## src/gpc_pkg.sv

```systemverilog
// Package: shared constants and types of the gamepad poll conditioner.
`default_nettype none
package gpc_pkg;
  localparam logic [15:0] BUTTON_USED_MASK = 16'hF3FF;
  localparam logic [15:0] ONE_Q15 = 16'd32768;
  localparam int NUM_REGS = 5;
  localparam int CFG_IDX_W = 3;
  localparam int CFG_DATA_W = 16;
  localparam logic [CFG_IDX_W-1:0] REG_LEFT_INNER = 3'd0;
  localparam logic [CFG_IDX_W-1:0] REG_LEFT_OUTER = 3'd1;
  localparam logic [CFG_IDX_W-1:0] REG_RIGHT_INNER = 3'd2;
  localparam logic [CFG_IDX_W-1:0] REG_RIGHT_OUTER = 3'd3;
  localparam logic [CFG_IDX_W-1:0] REG_TRIG_THRESH = 3'd4;
  localparam logic [15:0] RST_INNER = 16'd9830;
  localparam logic [15:0] RST_OUTER = 16'd29491;
  localparam logic [7:0] RST_THRESH = 8'd128;
  localparam int SQRT_STEPS = 16;
  localparam int CR_STEPS = 16;
  localparam int AX_STEPS = 32;
  localparam int CNT_W = 6;

  typedef struct packed {
    logic        sample_valid;
    logic        clear_marks;
    logic [15:0] button_word;
    logic signed [15:0] left_raw_x;
    logic signed [15:0] left_raw_y;
    logic signed [15:0] right_raw_x;
    logic signed [15:0] right_raw_y;
    logic [7:0]  trigger_raw;
  } in_beat_t;

  typedef struct packed {
    logic [15:0] held_mask;
    logic [15:0] pressed_mask;
    logic signed [15:0] left_out_x;
    logic signed [15:0] left_out_y;
    logic signed [15:0] right_out_x;
    logic signed [15:0] right_out_y;
    logic        trigger_pulled;
  } out_beat_t;

  typedef enum logic [5:0] {
    OP_IDLE  = 6'b000001,
    OP_LOAD  = 6'b000010,
    OP_SQRT  = 6'b000100,
    OP_CR    = 6'b001000,
    OP_AXIS  = 6'b010000,
    OP_STORE = 6'b100000
  } op_t;

  typedef struct packed {
    op_t        op;
    logic       stick;
    logic       axis;
    logic       emit;
  } dp_cmd_t;

  typedef struct packed {
    logic step_done;
  } dp_sts_t;
endpackage
`default_nettype wire

```

## src/gpc_if.sv

```systemverilog
// Interfaces: valid/ready channels for polls and results.
`default_nettype none
interface gpc_in_if;
  logic valid;
  logic ready;
  gpc_pkg::in_beat_t data;
  modport source (output valid, output data, input ready);
  modport sink (input valid, input data, output ready);
endinterface

interface gpc_out_if;
  logic valid;
  logic ready;
  gpc_pkg::out_beat_t data;
  modport source (output valid, output data, input ready);
  modport sink (input valid, input data, output ready);
endinterface
`default_nettype wire

```

## src/gpc_ctrl.sv

```systemverilog
// Controller: sequences root, remap and axis divides for both sticks.
`default_nettype none
module gpc_ctrl (
  input  wire logic clk,
  input  wire logic rst_n,
  input  wire logic start,
  input  wire logic out_free,
  input  wire gpc_pkg::dp_sts_t sts,
  output gpc_pkg::dp_cmd_t cmd,
  output logic busy
);
  typedef enum logic [5:0] {
    S_IDLE  = 6'b000001,
    S_LOAD  = 6'b000010,
    S_SQRT  = 6'b000100,
    S_CR    = 6'b001000,
    S_AXIS  = 6'b010000,
    S_STORE = 6'b100000
  } state_t;

  state_t state_r, state_nxt;
  logic stick_r, stick_nxt, axis_r, axis_nxt;

  always_comb begin
    state_nxt = state_r;
    stick_nxt = stick_r;
    axis_nxt = axis_r;
    cmd.op = gpc_pkg::OP_IDLE;
    cmd.stick = stick_r;
    cmd.axis = axis_r;
    cmd.emit = 1'b0;
    unique case (state_r)
      S_IDLE: begin
        if (start) begin
          state_nxt = S_LOAD;
          stick_nxt = 1'b0;
          axis_nxt = 1'b0;
        end
      end
      S_LOAD: begin
        cmd.op = gpc_pkg::OP_LOAD;
        state_nxt = S_SQRT;
      end
      S_SQRT: begin
        cmd.op = gpc_pkg::OP_SQRT;
        if (sts.step_done) state_nxt = S_CR;
      end
      S_CR: begin
        cmd.op = gpc_pkg::OP_CR;
        if (sts.step_done) state_nxt = S_AXIS;
      end
      S_AXIS: begin
        cmd.op = gpc_pkg::OP_AXIS;
        if (sts.step_done) begin
          if (!axis_r) begin
            axis_nxt = 1'b1;
          end else if (!stick_r) begin
            axis_nxt = 1'b0;
            stick_nxt = 1'b1;
            state_nxt = S_LOAD;
          end else begin
            state_nxt = S_STORE;
          end
        end
      end
      S_STORE: begin
        cmd.op = gpc_pkg::OP_STORE;
        if (out_free) begin
          cmd.emit = 1'b1;
          state_nxt = S_IDLE;
        end
      end
      default: state_nxt = S_IDLE;
    endcase
  end

  always_ff @(posedge clk) begin
    if (!rst_n) begin
      state_r <= S_IDLE;
      stick_r <= 1'b0;
      axis_r <= 1'b0;
    end else begin
      state_r <= state_nxt;
      stick_r <= stick_nxt;
      axis_r <= axis_nxt;
    end
  end

  assign busy = (state_r != S_IDLE);

`ifndef SYNTHESIS
  a_start_leaves_idle: assert property (@(posedge clk) disable iff (!rst_n)
    (state_r == S_IDLE && start) |=> (state_r == S_LOAD)) else $error("start lost");
  a_emit_in_store: assert property (@(posedge clk) disable iff (!rst_n)
    cmd.emit |-> (state_r == S_STORE && out_free)) else $error("stray emit");
  a_store_right: assert property (@(posedge clk) disable iff (!rst_n)
    (state_r == S_STORE) |-> (stick_r && axis_r)) else $error("early store");
`endif
endmodule
`default_nettype wire

```

## src/gpc_dp.sv

```systemverilog
// Datapath: button masks, shared square root and restoring divider, result register.
`default_nettype none
module gpc_dp (
  input  wire logic clk,
  input  wire logic rst_n,
  input  wire logic start,
  input  wire gpc_pkg::in_beat_t in_beat,
  input  wire gpc_pkg::dp_cmd_t cmd,
  input  wire logic [15:0] left_inner,
  input  wire logic [15:0] left_outer,
  input  wire logic [15:0] right_inner,
  input  wire logic [15:0] right_outer,
  input  wire logic [7:0] thresh,
  output gpc_pkg::dp_sts_t sts,
  output gpc_pkg::out_beat_t res_beat
);
  logic [15:0] held_r, held_nxt, press_r, press_nxt;
  gpc_pkg::in_beat_t beat_r;
  logic [31:0] rem_r, rem_nxt;
  logic [31:0] num_r, num_nxt;
  logic [15:0] root_r, root_nxt;
  logic [16:0] cr_r, cr_nxt;
  logic [31:0] quo_r, quo_nxt;
  logic [gpc_pkg::CNT_W-1:0] cnt_r, cnt_nxt;
  logic signed [15:0] lx_r, ly_r, rx_r, ry_r;
  logic signed [15:0] ax_res;
  logic ax_wr;
  logic trig_r;

  logic signed [15:0] cur_x, cur_y, cur_v;
  logic [15:0] inner, outer, mag_v;
  logic [31:0] sq_x, sq_y;
  logic [33:0] trial;
  logic [32:0] dsub;
  logic [15:0] rdiff;
  logic [15:0] wordm, press_c;

  assign cur_x = cmd.stick ? beat_r.right_raw_x : beat_r.left_raw_x;
  assign cur_y = cmd.stick ? beat_r.right_raw_y : beat_r.left_raw_y;
  assign cur_v = cmd.axis ? cur_y : cur_x;
  assign inner = cmd.stick ? right_inner : left_inner;
  assign outer = cmd.stick ? right_outer : left_outer;
  assign mag_v = cur_v[15] ? 16'(-cur_v) : 16'(cur_v);
  assign sq_x = 32'($signed(cur_x) * $signed(cur_x));
  assign sq_y = 32'($signed(cur_y) * $signed(cur_y));
  assign wordm = in_beat.button_word & gpc_pkg::BUTTON_USED_MASK;
  assign press_c = in_beat.clear_marks ? 16'd0 : press_r;

  always_comb begin
    held_nxt = held_r;
    press_nxt = press_r;
    if (start) begin
      press_nxt = press_c;
      if (in_beat.sample_valid) begin
        press_nxt = (press_c & ~wordm) | (wordm & ~held_r);
        held_nxt = wordm;
      end
    end
  end

  always_comb begin
    rem_nxt = rem_r;
    num_nxt = num_r;
    root_nxt = root_r;
    cr_nxt = cr_r;
    quo_nxt = quo_r;
    cnt_nxt = cnt_r;
    ax_wr = 1'b0;
    ax_res = '0;
    trial = '0;
    dsub = '0;
    rdiff = '0;
    sts.step_done = 1'b0;
    unique case (cmd.op)
      gpc_pkg::OP_LOAD: begin
        num_nxt = sq_x + sq_y;
        rem_nxt = '0;
        root_nxt = '0;
        cnt_nxt = '0;
      end
      gpc_pkg::OP_SQRT: begin
        trial = {rem_r, num_r[31:30]} - {16'd0, root_r, 2'b01};
        if (!trial[33]) begin
          rem_nxt = trial[31:0];
          root_nxt = {root_r[14:0], 1'b1};
        end else begin
          rem_nxt = {rem_r[29:0], num_r[31:30]};
          root_nxt = {root_r[14:0], 1'b0};
        end
        num_nxt = {num_r[29:0], 2'b00};
        cnt_nxt = cnt_r + 1'b1;
        if (cnt_r == gpc_pkg::CNT_W'(gpc_pkg::SQRT_STEPS - 1)) begin
          sts.step_done = 1'b1;
          cnt_nxt = '0;
          rdiff = root_nxt - inner;
          rem_nxt = {18'd0, rdiff[15:2]};
          num_nxt = {rdiff[1:0], 30'd0};
          if (root_nxt <= inner) begin
            cr_nxt = '0;
            cnt_nxt = gpc_pkg::CNT_W'(gpc_pkg::CR_STEPS + 1);
          end else if (root_nxt >= outer) begin
            cr_nxt = {1'b0, gpc_pkg::ONE_Q15};
            cnt_nxt = gpc_pkg::CNT_W'(gpc_pkg::CR_STEPS + 1);
          end
        end
      end
      gpc_pkg::OP_CR: begin
        if (cnt_r > gpc_pkg::CNT_W'(gpc_pkg::CR_STEPS)) begin
          sts.step_done = 1'b1;
          cnt_nxt = '0;
          rem_nxt = '0;
        end else begin
          dsub = {rem_r[31:0], num_r[31]} - {17'd0, 16'(outer - inner)};
          if (!dsub[32]) begin
            rem_nxt = dsub[31:0];
            quo_nxt = {quo_r[30:0], 1'b1};
          end else begin
            rem_nxt = {rem_r[30:0], num_r[31]};
            quo_nxt = {quo_r[30:0], 1'b0};
          end
          num_nxt = {num_r[30:0], 1'b0};
          cnt_nxt = cnt_r + 1'b1;
          if (cnt_r == gpc_pkg::CNT_W'(gpc_pkg::CR_STEPS * 2 - 1)) begin
            cnt_nxt = '0;
          end
          if (cnt_r == '0) quo_nxt = '0;
          if (cnt_r == gpc_pkg::CNT_W'(gpc_pkg::CR_STEPS)) begin
            cr_nxt = (quo_nxt[16:0] > 17'(gpc_pkg::ONE_Q15)) ?
                     {1'b0, gpc_pkg::ONE_Q15} : quo_nxt[16:0];
            cnt_nxt = gpc_pkg::CNT_W'(gpc_pkg::CR_STEPS + 1);
          end
        end
      end
      gpc_pkg::OP_AXIS: begin
        if (cnt_r == '0) begin
          num_nxt = 32'(mag_v) * 32'(cr_r);
          quo_nxt = '0;
          rem_nxt = '0;
          cnt_nxt = gpc_pkg::CNT_W'(1);
        end else begin
          dsub = {rem_r[31:0], num_r[31]} - {17'd0, root_r};
          if (!dsub[32]) begin
            rem_nxt = dsub[31:0];
            quo_nxt = {quo_r[30:0], 1'b1};
          end else begin
            rem_nxt = {rem_r[30:0], num_r[31]};
            quo_nxt = {quo_r[30:0], 1'b0};
          end
          num_nxt = {num_r[30:0], 1'b0};
          cnt_nxt = cnt_r + 1'b1;
          if (cnt_r == gpc_pkg::CNT_W'(gpc_pkg::AX_STEPS)) begin
            sts.step_done = 1'b1;
            ax_wr = 1'b1;
            cnt_nxt = '0;
            if (root_r != '0) begin
              if (cur_v[15]) begin
                ax_res = ({rem_r[30:0], num_r[31]} >= 32'(root_r)) ?
                         (({quo_r[30:0], 1'b1} > 32'd32768) ? -16'sd32768 :
                          -$signed(16'({quo_r[30:0], 1'b1}))) :
                         (({quo_r[30:0], 1'b0} > 32'd32768) ? -16'sd32768 :
                          -$signed(16'({quo_r[30:0], 1'b0})));
              end else begin
                ax_res = ({rem_r[30:0], num_r[31]} >= 32'(root_r)) ?
                         (({quo_r[30:0], 1'b1} > 32'd32767) ? 16'sd32767 :
                          $signed(16'({quo_r[30:0], 1'b1}))) :
                         (({quo_r[30:0], 1'b0} > 32'd32767) ? 16'sd32767 :
                          $signed(16'({quo_r[30:0], 1'b0})));
              end
            end
          end
        end
      end
      gpc_pkg::OP_IDLE, gpc_pkg::OP_STORE: begin
      end
      default: begin
      end
    endcase
  end

  always_ff @(posedge clk) begin
    if (!rst_n) begin
      held_r <= '0;
      press_r <= '0;
      cnt_r <= '0;
    end else begin
      held_r <= held_nxt;
      press_r <= press_nxt;
      cnt_r <= cnt_nxt;
    end
  end

  always_ff @(posedge clk) begin
    if (start) begin
      beat_r <= in_beat;
      trig_r <= (in_beat.trigger_raw >= thresh);
    end
    rem_r <= rem_nxt;
    num_r <= num_nxt;
    root_r <= root_nxt;
    cr_r <= cr_nxt;
    quo_r <= quo_nxt;
    if (ax_wr) begin
      unique case ({cmd.stick, cmd.axis})
        2'b00: lx_r <= ax_res;
        2'b01: ly_r <= ax_res;
        2'b10: rx_r <= ax_res;
        2'b11: ry_r <= ax_res;
        default: ;
      endcase
    end
  end

  always_comb begin
    res_beat.held_mask = held_r;
    res_beat.pressed_mask = press_r;
    res_beat.left_out_x = lx_r;
    res_beat.left_out_y = ly_r;
    res_beat.right_out_x = rx_r;
    res_beat.right_out_y = ry_r;
    res_beat.trigger_pulled = trig_r;
  end

`ifndef SYNTHESIS
  a_bits_unused_clear: assert property (@(posedge clk) disable iff (!rst_n)
    ((held_r | press_r) & ~gpc_pkg::BUTTON_USED_MASK) == 16'd0) else $error("unused bit");
  a_masks_still: assert property (@(posedge clk) disable iff (!rst_n)
    !$past(start) |-> ($stable(held_r) && $stable(press_r))) else $error("mask moved");
  a_cnt_bound: assert property (@(posedge clk) disable iff (!rst_n)
    cnt_r <= gpc_pkg::CNT_W'(gpc_pkg::AX_STEPS)) else $error("count overrun");
`endif
endmodule
`default_nettype wire

```

## src/gamepad_poll_conditioner.sv

```systemverilog
// Top level: configuration registers, controller, datapath and output register.
// Usage: one poll beat enters on the in_ channel when in_valid and in_ready are
// high at a clock edge; one result beat leaves on the out_ channel when
// out_valid and out_ready are high. Polls are taken one at a time.
// Timing from acceptance to out_valid is set by the shared bit-serial square
// root and restoring divider that serve both sticks and both axes in turn. A
// stick radius at or below the inner zone or at or above the outer zone skips
// the remap divide. A new poll is accepted the cycle after the previous result
// is handed to the output register. A stalled receiver holds at most one
// result while the next poll computes; the datapath then waits for the output
// register.
// cfg_we writes register cfg_index with cfg_data at a clock edge; write only
// while idle. Reset (rst_n low, synchronous) clears both button masks, loads
// the default dead zones and threshold, and empties the output register.
`default_nettype none
module gamepad_poll_conditioner (
  input  wire logic clk,
  input  wire logic rst_n,
  gpc_in_if.sink    in_ch,
  gpc_out_if.source out_ch,
  input  wire logic cfg_we,
  input  wire logic [gpc_pkg::CFG_IDX_W-1:0] cfg_index,
  input  wire logic [gpc_pkg::CFG_DATA_W-1:0] cfg_data
);
  logic [15:0] li_r, lo_r, ri_r, ro_r;
  logic [7:0] th_r;
  logic busy, start, out_free;
  logic ov_r, ov_nxt;
  gpc_pkg::out_beat_t od_r, res_beat;
  gpc_pkg::dp_cmd_t cmd;
  gpc_pkg::dp_sts_t sts;

  always_ff @(posedge clk) begin
    if (!rst_n) begin
      li_r <= gpc_pkg::RST_INNER;
      lo_r <= gpc_pkg::RST_OUTER;
      ri_r <= gpc_pkg::RST_INNER;
      ro_r <= gpc_pkg::RST_OUTER;
      th_r <= gpc_pkg::RST_THRESH;
    end else if (cfg_we) begin
      unique case (cfg_index)
        gpc_pkg::REG_LEFT_INNER: li_r <= cfg_data;
        gpc_pkg::REG_LEFT_OUTER: lo_r <= cfg_data;
        gpc_pkg::REG_RIGHT_INNER: ri_r <= cfg_data;
        gpc_pkg::REG_RIGHT_OUTER: ro_r <= cfg_data;
        gpc_pkg::REG_TRIG_THRESH: th_r <= cfg_data[7:0];
        default: ;
      endcase
    end
  end

  assign in_ch.ready = !busy;
  assign start = in_ch.valid && !busy;
  assign out_free = !ov_r || out_ch.ready;

  gpc_ctrl u_ctrl (
    .clk(clk), .rst_n(rst_n), .start(start), .out_free(out_free),
    .sts(sts), .cmd(cmd), .busy(busy)
  );

  gpc_dp u_dp (
    .clk(clk), .rst_n(rst_n), .start(start), .in_beat(in_ch.data), .cmd(cmd),
    .left_inner(li_r), .left_outer(lo_r), .right_inner(ri_r), .right_outer(ro_r),
    .thresh(th_r), .sts(sts), .res_beat(res_beat)
  );

  always_comb begin
    ov_nxt = ov_r;
    if (out_ch.ready) ov_nxt = 1'b0;
    if (cmd.emit) ov_nxt = 1'b1;
  end

  always_ff @(posedge clk) begin
    if (!rst_n) ov_r <= 1'b0;
    else ov_r <= ov_nxt;
  end

  always_ff @(posedge clk) begin
    if (cmd.emit) od_r <= res_beat;
  end

  assign out_ch.valid = ov_r;
  assign out_ch.data = od_r;

`ifndef SYNTHESIS
  a_no_overwrite: assert property (@(posedge clk) disable iff (!rst_n)
    (ov_r && !out_ch.ready) |-> !cmd.emit) else $error("result overwritten");
  a_emit_shows: assert property (@(posedge clk) disable iff (!rst_n)
    cmd.emit |=> out_ch.valid) else $error("result not shown");
  a_hold_stalled: assert property (@(posedge clk) disable iff (!rst_n)
    (out_ch.valid && !out_ch.ready) |=> (out_ch.valid && $stable(out_ch.data)))
    else $error("stalled beat moved");
`endif
endmodule
`default_nettype wire
```

## src/flat_wrapper.sv

```systemverilog
// flat-port wrapper written by rule: the top's interface ports become plain ports
module gamepad_poll_conditioner_flat 
  (clk, rst_n, cfg_we, cfg_index, cfg_data, in_ch_valid, in_ch_data, in_ch_ready, out_ch_valid, out_ch_data, out_ch_ready);
  gpc_in_if in_ch_i ();
  gpc_out_if out_ch_i ();
  input  wire logic clk;
  input  wire logic rst_n;
  input  wire logic cfg_we;
  input  wire logic [gpc_pkg::CFG_IDX_W-1:0] cfg_index;
  input  wire logic [gpc_pkg::CFG_DATA_W-1:0] cfg_data;
  input wire logic [$bits(in_ch_i.valid)-1:0] in_ch_valid;
  input wire logic [$bits(in_ch_i.data)-1:0] in_ch_data;
  output wire logic [$bits(in_ch_i.ready)-1:0] in_ch_ready;
  output wire logic [$bits(out_ch_i.valid)-1:0] out_ch_valid;
  output wire logic [$bits(out_ch_i.data)-1:0] out_ch_data;
  input wire logic [$bits(out_ch_i.ready)-1:0] out_ch_ready;
  assign in_ch_i.valid = in_ch_valid;
  assign in_ch_i.data = in_ch_data;
  assign in_ch_ready = in_ch_i.ready;
  assign out_ch_valid = out_ch_i.valid;
  assign out_ch_data = out_ch_i.data;
  assign out_ch_i.ready = out_ch_ready;
  gamepad_poll_conditioner u_core (.clk(clk), .rst_n(rst_n), .in_ch(in_ch_i), .out_ch(out_ch_i), .cfg_we(cfg_we), .cfg_index(cfg_index), .cfg_data(cfg_data));
endmodule
```

## config.mk

```make
export PLATFORM = sky130hd
export DESIGN_NAME = gamepad_poll_conditioner_flat
export DESIGN_NICKNAME = d
export VERILOG_FILES = /design/src/gpc_pkg.sv /design/src/gpc_if.sv /design/src/gpc_ctrl.sv /design/src/gpc_dp.sv /design/src/gamepad_poll_conditioner.sv /design/src/flat_wrapper.sv
export SDC_FILE = /design/constraint.sdc
export NUM_CORES = 2
export LEC_CHECK = 0
export ABC_AREA = 1
export CAP_MARGIN = 20
export CORE_UTILIZATION = 32
export CTS_CLUSTER_DIAMETER = 80
export DETAILED_ROUTE_END_ITERATION = 8
export DONT_BUFFER_PORTS = 1
export GPL_TIMING_DRIVEN = 0
export PLACE_DENSITY = 0.49
export SYNTH_ARGS = -nofsm -noshare
export SYNTH_HDL_FRONTEND = slang
export SYNTH_HIERARCHICAL = 1
export SYNTH_SLANG_ARGS = --single-unit
```

## constraint.sdc

```tcl
create_clock -name clk -period 11.6 [get_ports clk]
set_input_delay 1.16 -clock clk [delete_from_list [all_inputs] [get_ports clk]]
set_output_delay 1.16 -clock clk [all_outputs]
set_load 0.01 [all_outputs]
```

# --- Word-level counts from Yosys, hierarchy flattened ---
# Cells that the tools add are included.
# Widths: inputs -> output; s select.
totals:
  ramBits: 0
  memories: 0
  latchBits: 0
  out_inout_bits: 99
  elab_cells: 207
  input_bits: 114
  reg_bits: 469
  romBits: 0
classes:
  bitwise: 5
  n_mux: 84
  n_shift: 0
  n_reduce_logical: 30
  magnitude_cmp: 10
  mul: 3
  addsub: 10
  n_eq_ne: 32
  n_div: 0
op_table:
  columns: ["op", "count"]
  rows:
  - ["$mux 16", 20]
  - ["$mux 32", 9]
  - ["$pmux 32 s4", 2]
  - ["$mux 31", 5]
  - ["$mux 17", 6]
  - ["$mux 6", 13]
  - ["$sub 33x16->33", 2]
  - ["$gt 32x15->1 const B", 2]
  - ["$gt 32x16->1 const B", 2]
  - ["$mul 16x16->32", 2]
  - ["$pmux 31 s2", 1]
  - ["$neg 16->16", 3]
  - ["$pmux 6 s6", 1]
  - ["$pmux 17 s2", 1]
  - ["$sub 34x18->34", 1]
  - ["$add 32x32->32", 1]
  - ["$and 16x16->16", 2]
  - ["$ge 32x16->1", 1]
  - ["$mul 16x17->32", 1]
  - ["$not 16->16", 2]
  - ["$pmux 16 s2", 1]
  - ["$sub 16x16->16", 2]
  - ["$pmux 6 s5", 1]
  - ["$eq 6x5->1 const B", 4]
  - ["40 further kinds", 89]

# --- Longest topological paths before layout ---
logic_depth:
  ltp_word: 12
  depth_mapped: 43
  mapped_depth_nobuf: 41

# --- Hierarchy ---
# Netlist, hierarchy kept.
modules_own_cells:
  columns: ["mod", "n_inst", "area_each_um2", "cells_per_inst", "seq_area_each_um2"]
  rows:
  - ["gpc_dp", 1, 47743.3, 6033, 8398.1]
  - ["gamepad_poll_conditioner", 1, 5771.8, 485, 4374.2]
  - ["gpc_ctrl", 1, 590.6, 87, 160.2]

# --- Least setup slack after synthesis ---
# OpenSTA, ideal clock, no wires.
synth_timing:
  path_kind: "input port to flip-flop"
  from: "in out_ch_ready"
  to: "reg u_core.od_r, in the netlist u_core/out_ch.data[0] (enable)"
  t_arrival_ns: 10.446
  t_required_ns: 10.805
  n_path_buf: 0
  setup_time_ns: 0.795
  setup_slack_ns: 0.359
  path_stages: 4
  cell_sequence: "inv_1 -> nand2_1 -> inv_1 -> nor4_1"
synth_lines:
  columns: ["element", "line", "rtl"]
  rows:
  - ["start: declaration", "flat_wrapper.sv:16", "input wire logic [$bits(out_ch_i.ready)-1:0] out_ch_ready;"]
  - ["end signal: assignment", "gamepad_poll_conditioner.sv:79", "if (cmd.emit) od_r <= res_beat;"]
  - ["end: declaration", "gamepad_poll_conditioner.sv:29", "gpc_pkg::out_beat_t od_r, res_beat;"]

# --- Worst setup path in the final report ---
layout_timing:
  from: "reg u_core.u_ctrl.stick_r"
  to: "reg u_core.u_dp.num_r[31] (data pin)"
layout_via:
  elab_chain_len: 7
  word_cells_on_any_way: 14
  cone_classes: "add/sub (3); mul (3); mux (8)"
layout_rtl:
  columns: ["element", "line", "rtl"]
  rows:
  - ["start: declaration", "gpc_ctrl.sv:22", "logic stick_r, stick_nxt, axis_r, axis_nxt;"]
  - ["start signal: assignment", "gpc_ctrl.sv:84", "stick_r <= stick_nxt;"]
  - ["$mux 16, on equally long branches", "gpc_dp.sv:38, gpc_dp.sv:39", null]
  - ["$mux 16", "gpc_dp.sv:40", "assign cur_v = cmd.axis ? cur_y : cur_x;"]
  - ["$neg 16->16", "gpc_dp.sv:43", "assign mag_v = cur_v[15] ? 16'(-cur_v) : 16'(cur_v);"]
  - ["$mux 16", "gpc_dp.sv:43", null]
  - ["$mul 16x17->32", "gpc_dp.sv:136", "num_nxt = 32'(mag_v) * 32'(cr_r);"]
  - ["$mux 32", "gpc_dp.sv:135", "if (cnt_r == '0) begin"]
  - ["$pmux 32 s4 (*)", "gpc_dp.sv:74", "unique case (cmd.op)"]
  - ["named net u_core.u_dp.num_nxt[31]", "gpc_dp.sv:20", "logic [31:0] num_r, num_nxt;"]
  - ["end signal: assignment", "gpc_dp.sv:198", "num_r <= num_nxt;"]
  - ["end: declaration", "gpc_dp.sv:20", null]
# Mark *: on every way through the listed nets, which the timed path passes. The rest lies on a longest branch.
# A chain may end at the register's enable or synchronous reset.

==> impl_metrics.env <==
export IMPL_syn_inst=6605
export IMPL_io_pins=213
export IMPL_clk_pin_slew_worst_paths_ns=0.06
export IMPL_std_cell_rows=150
export IMPL_ys_seq_elements=469
export IMPL_critPathRequiredTime_ns=12.00
export IMPL_crit_path_max_incr_delay_ns=0.73
export IMPL_start_util_pct=32.3
export IMPL_yosys_warnings=6
export IMPL_die_w_um=413
export IMPL_cts_resized=0
export IMPL_vias_per_cell=4.92
export IMPL_start_kind="flip-flop"
export IMPL_grt_pass1_wl_um=279000
export IMPL_dp_cells=8838
export IMPL_wl_per_cell_um=20.4
export IMPL_cp_end_kind="flip-flop"
export IMPL_period_share_pct=84.2
export IMPL_drive_gt1_share_pct=4.52
export IMPL_antennaDiodeCount=0
export IMPL_arrival_ns=10.16
export IMPL_clockBufferDepth=3
export IMPL_maxSlewViolCount=0
export IMPL_coreArea_um2=168000
export IMPL_port_buffers=0
export IMPL_slew_headroom_pct=21.9
export IMPL_ys_top_cells_by_area="fa_1, edfxtp_1, nand2_1"
export IMPL_drc_errors=0
export IMPL_finalNonFillerCells=8950
export IMPL_synth_top_area_cell="fa_1"
export IMPL_postCtsHoldBufs=0
export IMPL_path_class="reg2reg"
export IMPL_antenna_found_initial=4
export IMPL_synth_edf_count=354
export IMPL_hold_violations=0
export IMPL_cts_buffers=59
export IMPL_run_status="finished clean"
export IMPL_post_cts_setup_buffers=0
export IMPL_post_dp_hpwl_um=154000
export IMPL_ys_types=63
export IMPL_clock_latency_ns=0.73
export IMPL_cp_max_fo=11
export IMPL_setup_viol=0
export IMPL_cts_tree="yes"
export IMPL_ys_flop_type="edfxtp_1"
export IMPL_die_h_um=413
export IMPL_netlist_area_um2=54100
export IMPL_drt_total_wl_um=183000
export IMPL_netlist_area_leader_share_pct=27.1
export IMPL_fmax_mhz=102
export IMPL_vias=44000
export IMPL_min_period_ns=9.76
export IMPL_final_net_count=7893
export IMPL_cpMostUsedCell="fa_1"
export IMPL_tightest_slew_ns=1.16
export IMPL_async_flop_share_pct=0
export IMPL_grt_max_degree=37
export IMPL_hold_class="reg2reg"
export IMPL_place_congestion=0.943
export IMPL_firstDrtPassIters=8
export IMPL_skew_ns=0.0743
export IMPL_syn_avg_cell_area_um2=8.19
export IMPL_area_growth_pct=9.66
export IMPL_yosysSeqAreaShare_pct=23.9
export IMPL_grt_pass1_vias=44600
export IMPL_cp_slowest_cell="buf_1"
export IMPL_drt_iter0_drc=3729
export IMPL_gr_total_overflow=0
export IMPL_rsz0062_at_grt="no"
export IMPL_final_core_util_pct=35.4
export IMPL_ctsHtreeMaxLevel=2
export IMPL_grt_usage_pct=21.7
export IMPL_cts_sinks=469
export IMPL_dieArea_um2=171000
export IMPL_root_buffer="clkbuf_16"
export IMPL_drtAntennaViolNets=0
export IMPL_drv_cap=0
-- metal layers --
metal  GRT usage [%]  vias up  part of all wire (%)
li1                -    20700                     -
met1            30.3    21700                    45
met2            35.0     1396                    46
met3            3.19      231                   6.4
met4            5.65        4                   2.7
met5               0        -                 0.018
-- cells in the mapped netlist (all sizes together) (18+ instances only) --
cell type / instances
clkbuf: 77
xor2: 60
buf: 89
or2: 32
fa: 733
a21oi: 246
dfxtp: 115
nand3: 430
inv: 1359
ha: 350
nand2: 1450
nor3: 72
nor2: 735
o21bai: 20
a221oi: 18
nand4: 63
edfxtp: 354
o21ai: 190
xnor2: 46
o211ai: 28
-- registers in the layout (all words and copies together), names as in the netlist, 8 cells and up --
| register | count |
|---|---|
| u_core/u_dp/press_r | 14 |
| u_core/u_dp/ry_r | 16 |
| u_core/u_dp/ly_r | 16 |
| u_core/li_r | 16 |
| u_core/u_dp/cr_r | 17 |
| u_core/th_r | 8 |
| u_core/out_ch.data | 97 |
| u_core/u_dp/root_r | 16 |
| u_core/u_dp/num_r | 32 |
| u_core/lo_r | 16 |
| u_core/u_dp/lx_r | 16 |
| u_core/u_dp/rem_r | 32 |
| u_core/u_dp/rx_r | 16 |
| u_core/u_dp/held_r | 14 |
| u_core/ri_r | 16 |
| u_core/ro_r | 16 |
| u_core/u_dp/beat_r | 64 |
| u_core/u_dp/quo_r | 31 |
-- through the flow --
stage	cell area [µm²]	setup WS, ns	hold WS (ns)	TNS (ns)
2_1_floorplan	54100	0.359	0.400	0
3_3_place_gp	56900	-5.57	0.400	-542.99
3_5_place_dp	57300	1.86	0.405	0
4_1_cts	59300	1.82	0.416	0
5_1_grt	59300	1.34	0.422	0
6_report	59300	1.84	0.417	0
-- final timing paths --
path,startpoint,endpoint,slack [ns],depth (start not counted)
min,u_core/u_dp/ry_r[15]$_DFFE_PP_,u_core/out_ch.data[16]$_DFFE_PP_,0.42,0
max reg2reg,u_core/u_ctrl/stick_r$_SDFFE_PN0P_,u_core/u_dp/num_r[31]$_DFFE_PP_,1.84,29
max,u_core/u_ctrl/stick_r$_SDFFE_PN0P_,u_core/u_dp/num_r[31]$_DFFE_PP_,1.84,29
min reg2reg,u_core/u_dp/ry_r[15]$_DFFE_PP_,u_core/out_ch.data[16]$_DFFE_PP_,0.42,0
-- logic make-up (layout without fill, tap and decap cells) --
logic type,after synthesis,in the layout,synth area share (%)
simple gates,2817,2817,21.8
compound gates,572,572,6.04
other cells,1,5,0.00693
fa+ha+maj,1083,1083,35.2
buf+inv,1541,1678,11.0
xor+xnor,106,106,1.72
flops,469,469,23.9
mux,16,16,0.296
-- critical path: cells and delay by family, from the launching register on --
family,cells,cell delay [ns]
compound gates,4,0.74
fa+ha+maj,9,4.57
buf+inv,8,2.45
simple gates,8,1.33
flops,1,0.37
-- layout by cell type (no fill, tap or decap), types with 30 or more instances in the layout --
master        n
nand2_1    1428
inv_1      1335
fa_1        733
nor2_1      708
nand3_1     427
edfxtp_1    354
ha_1        350
a21oi_1     245
o21ai_0     174
dfxtp_1     115
clkbuf_1     87
nor3_1       70
nand4_1      62
xor2_1       60
clkbuf_16    59
xnor2_1      46
buf_2        35
buf_1        30
or2_2        30
-- cell type report --
cell class              instances  area, µm²
flip-flops and latches        469      12900
well taps                    2204       2760
multi-input cells            4599      35300
repair buffers                 26        392
clock buffers                  77       1620
fillers                     17700     108000
plain buffers                 166        798
inverters                    1375       5160
clock inverters                34        395
Power is left out: the tool's default activity adds up to more than one toggle a clock period on the data nets, which glitch-free logic cannot reach.
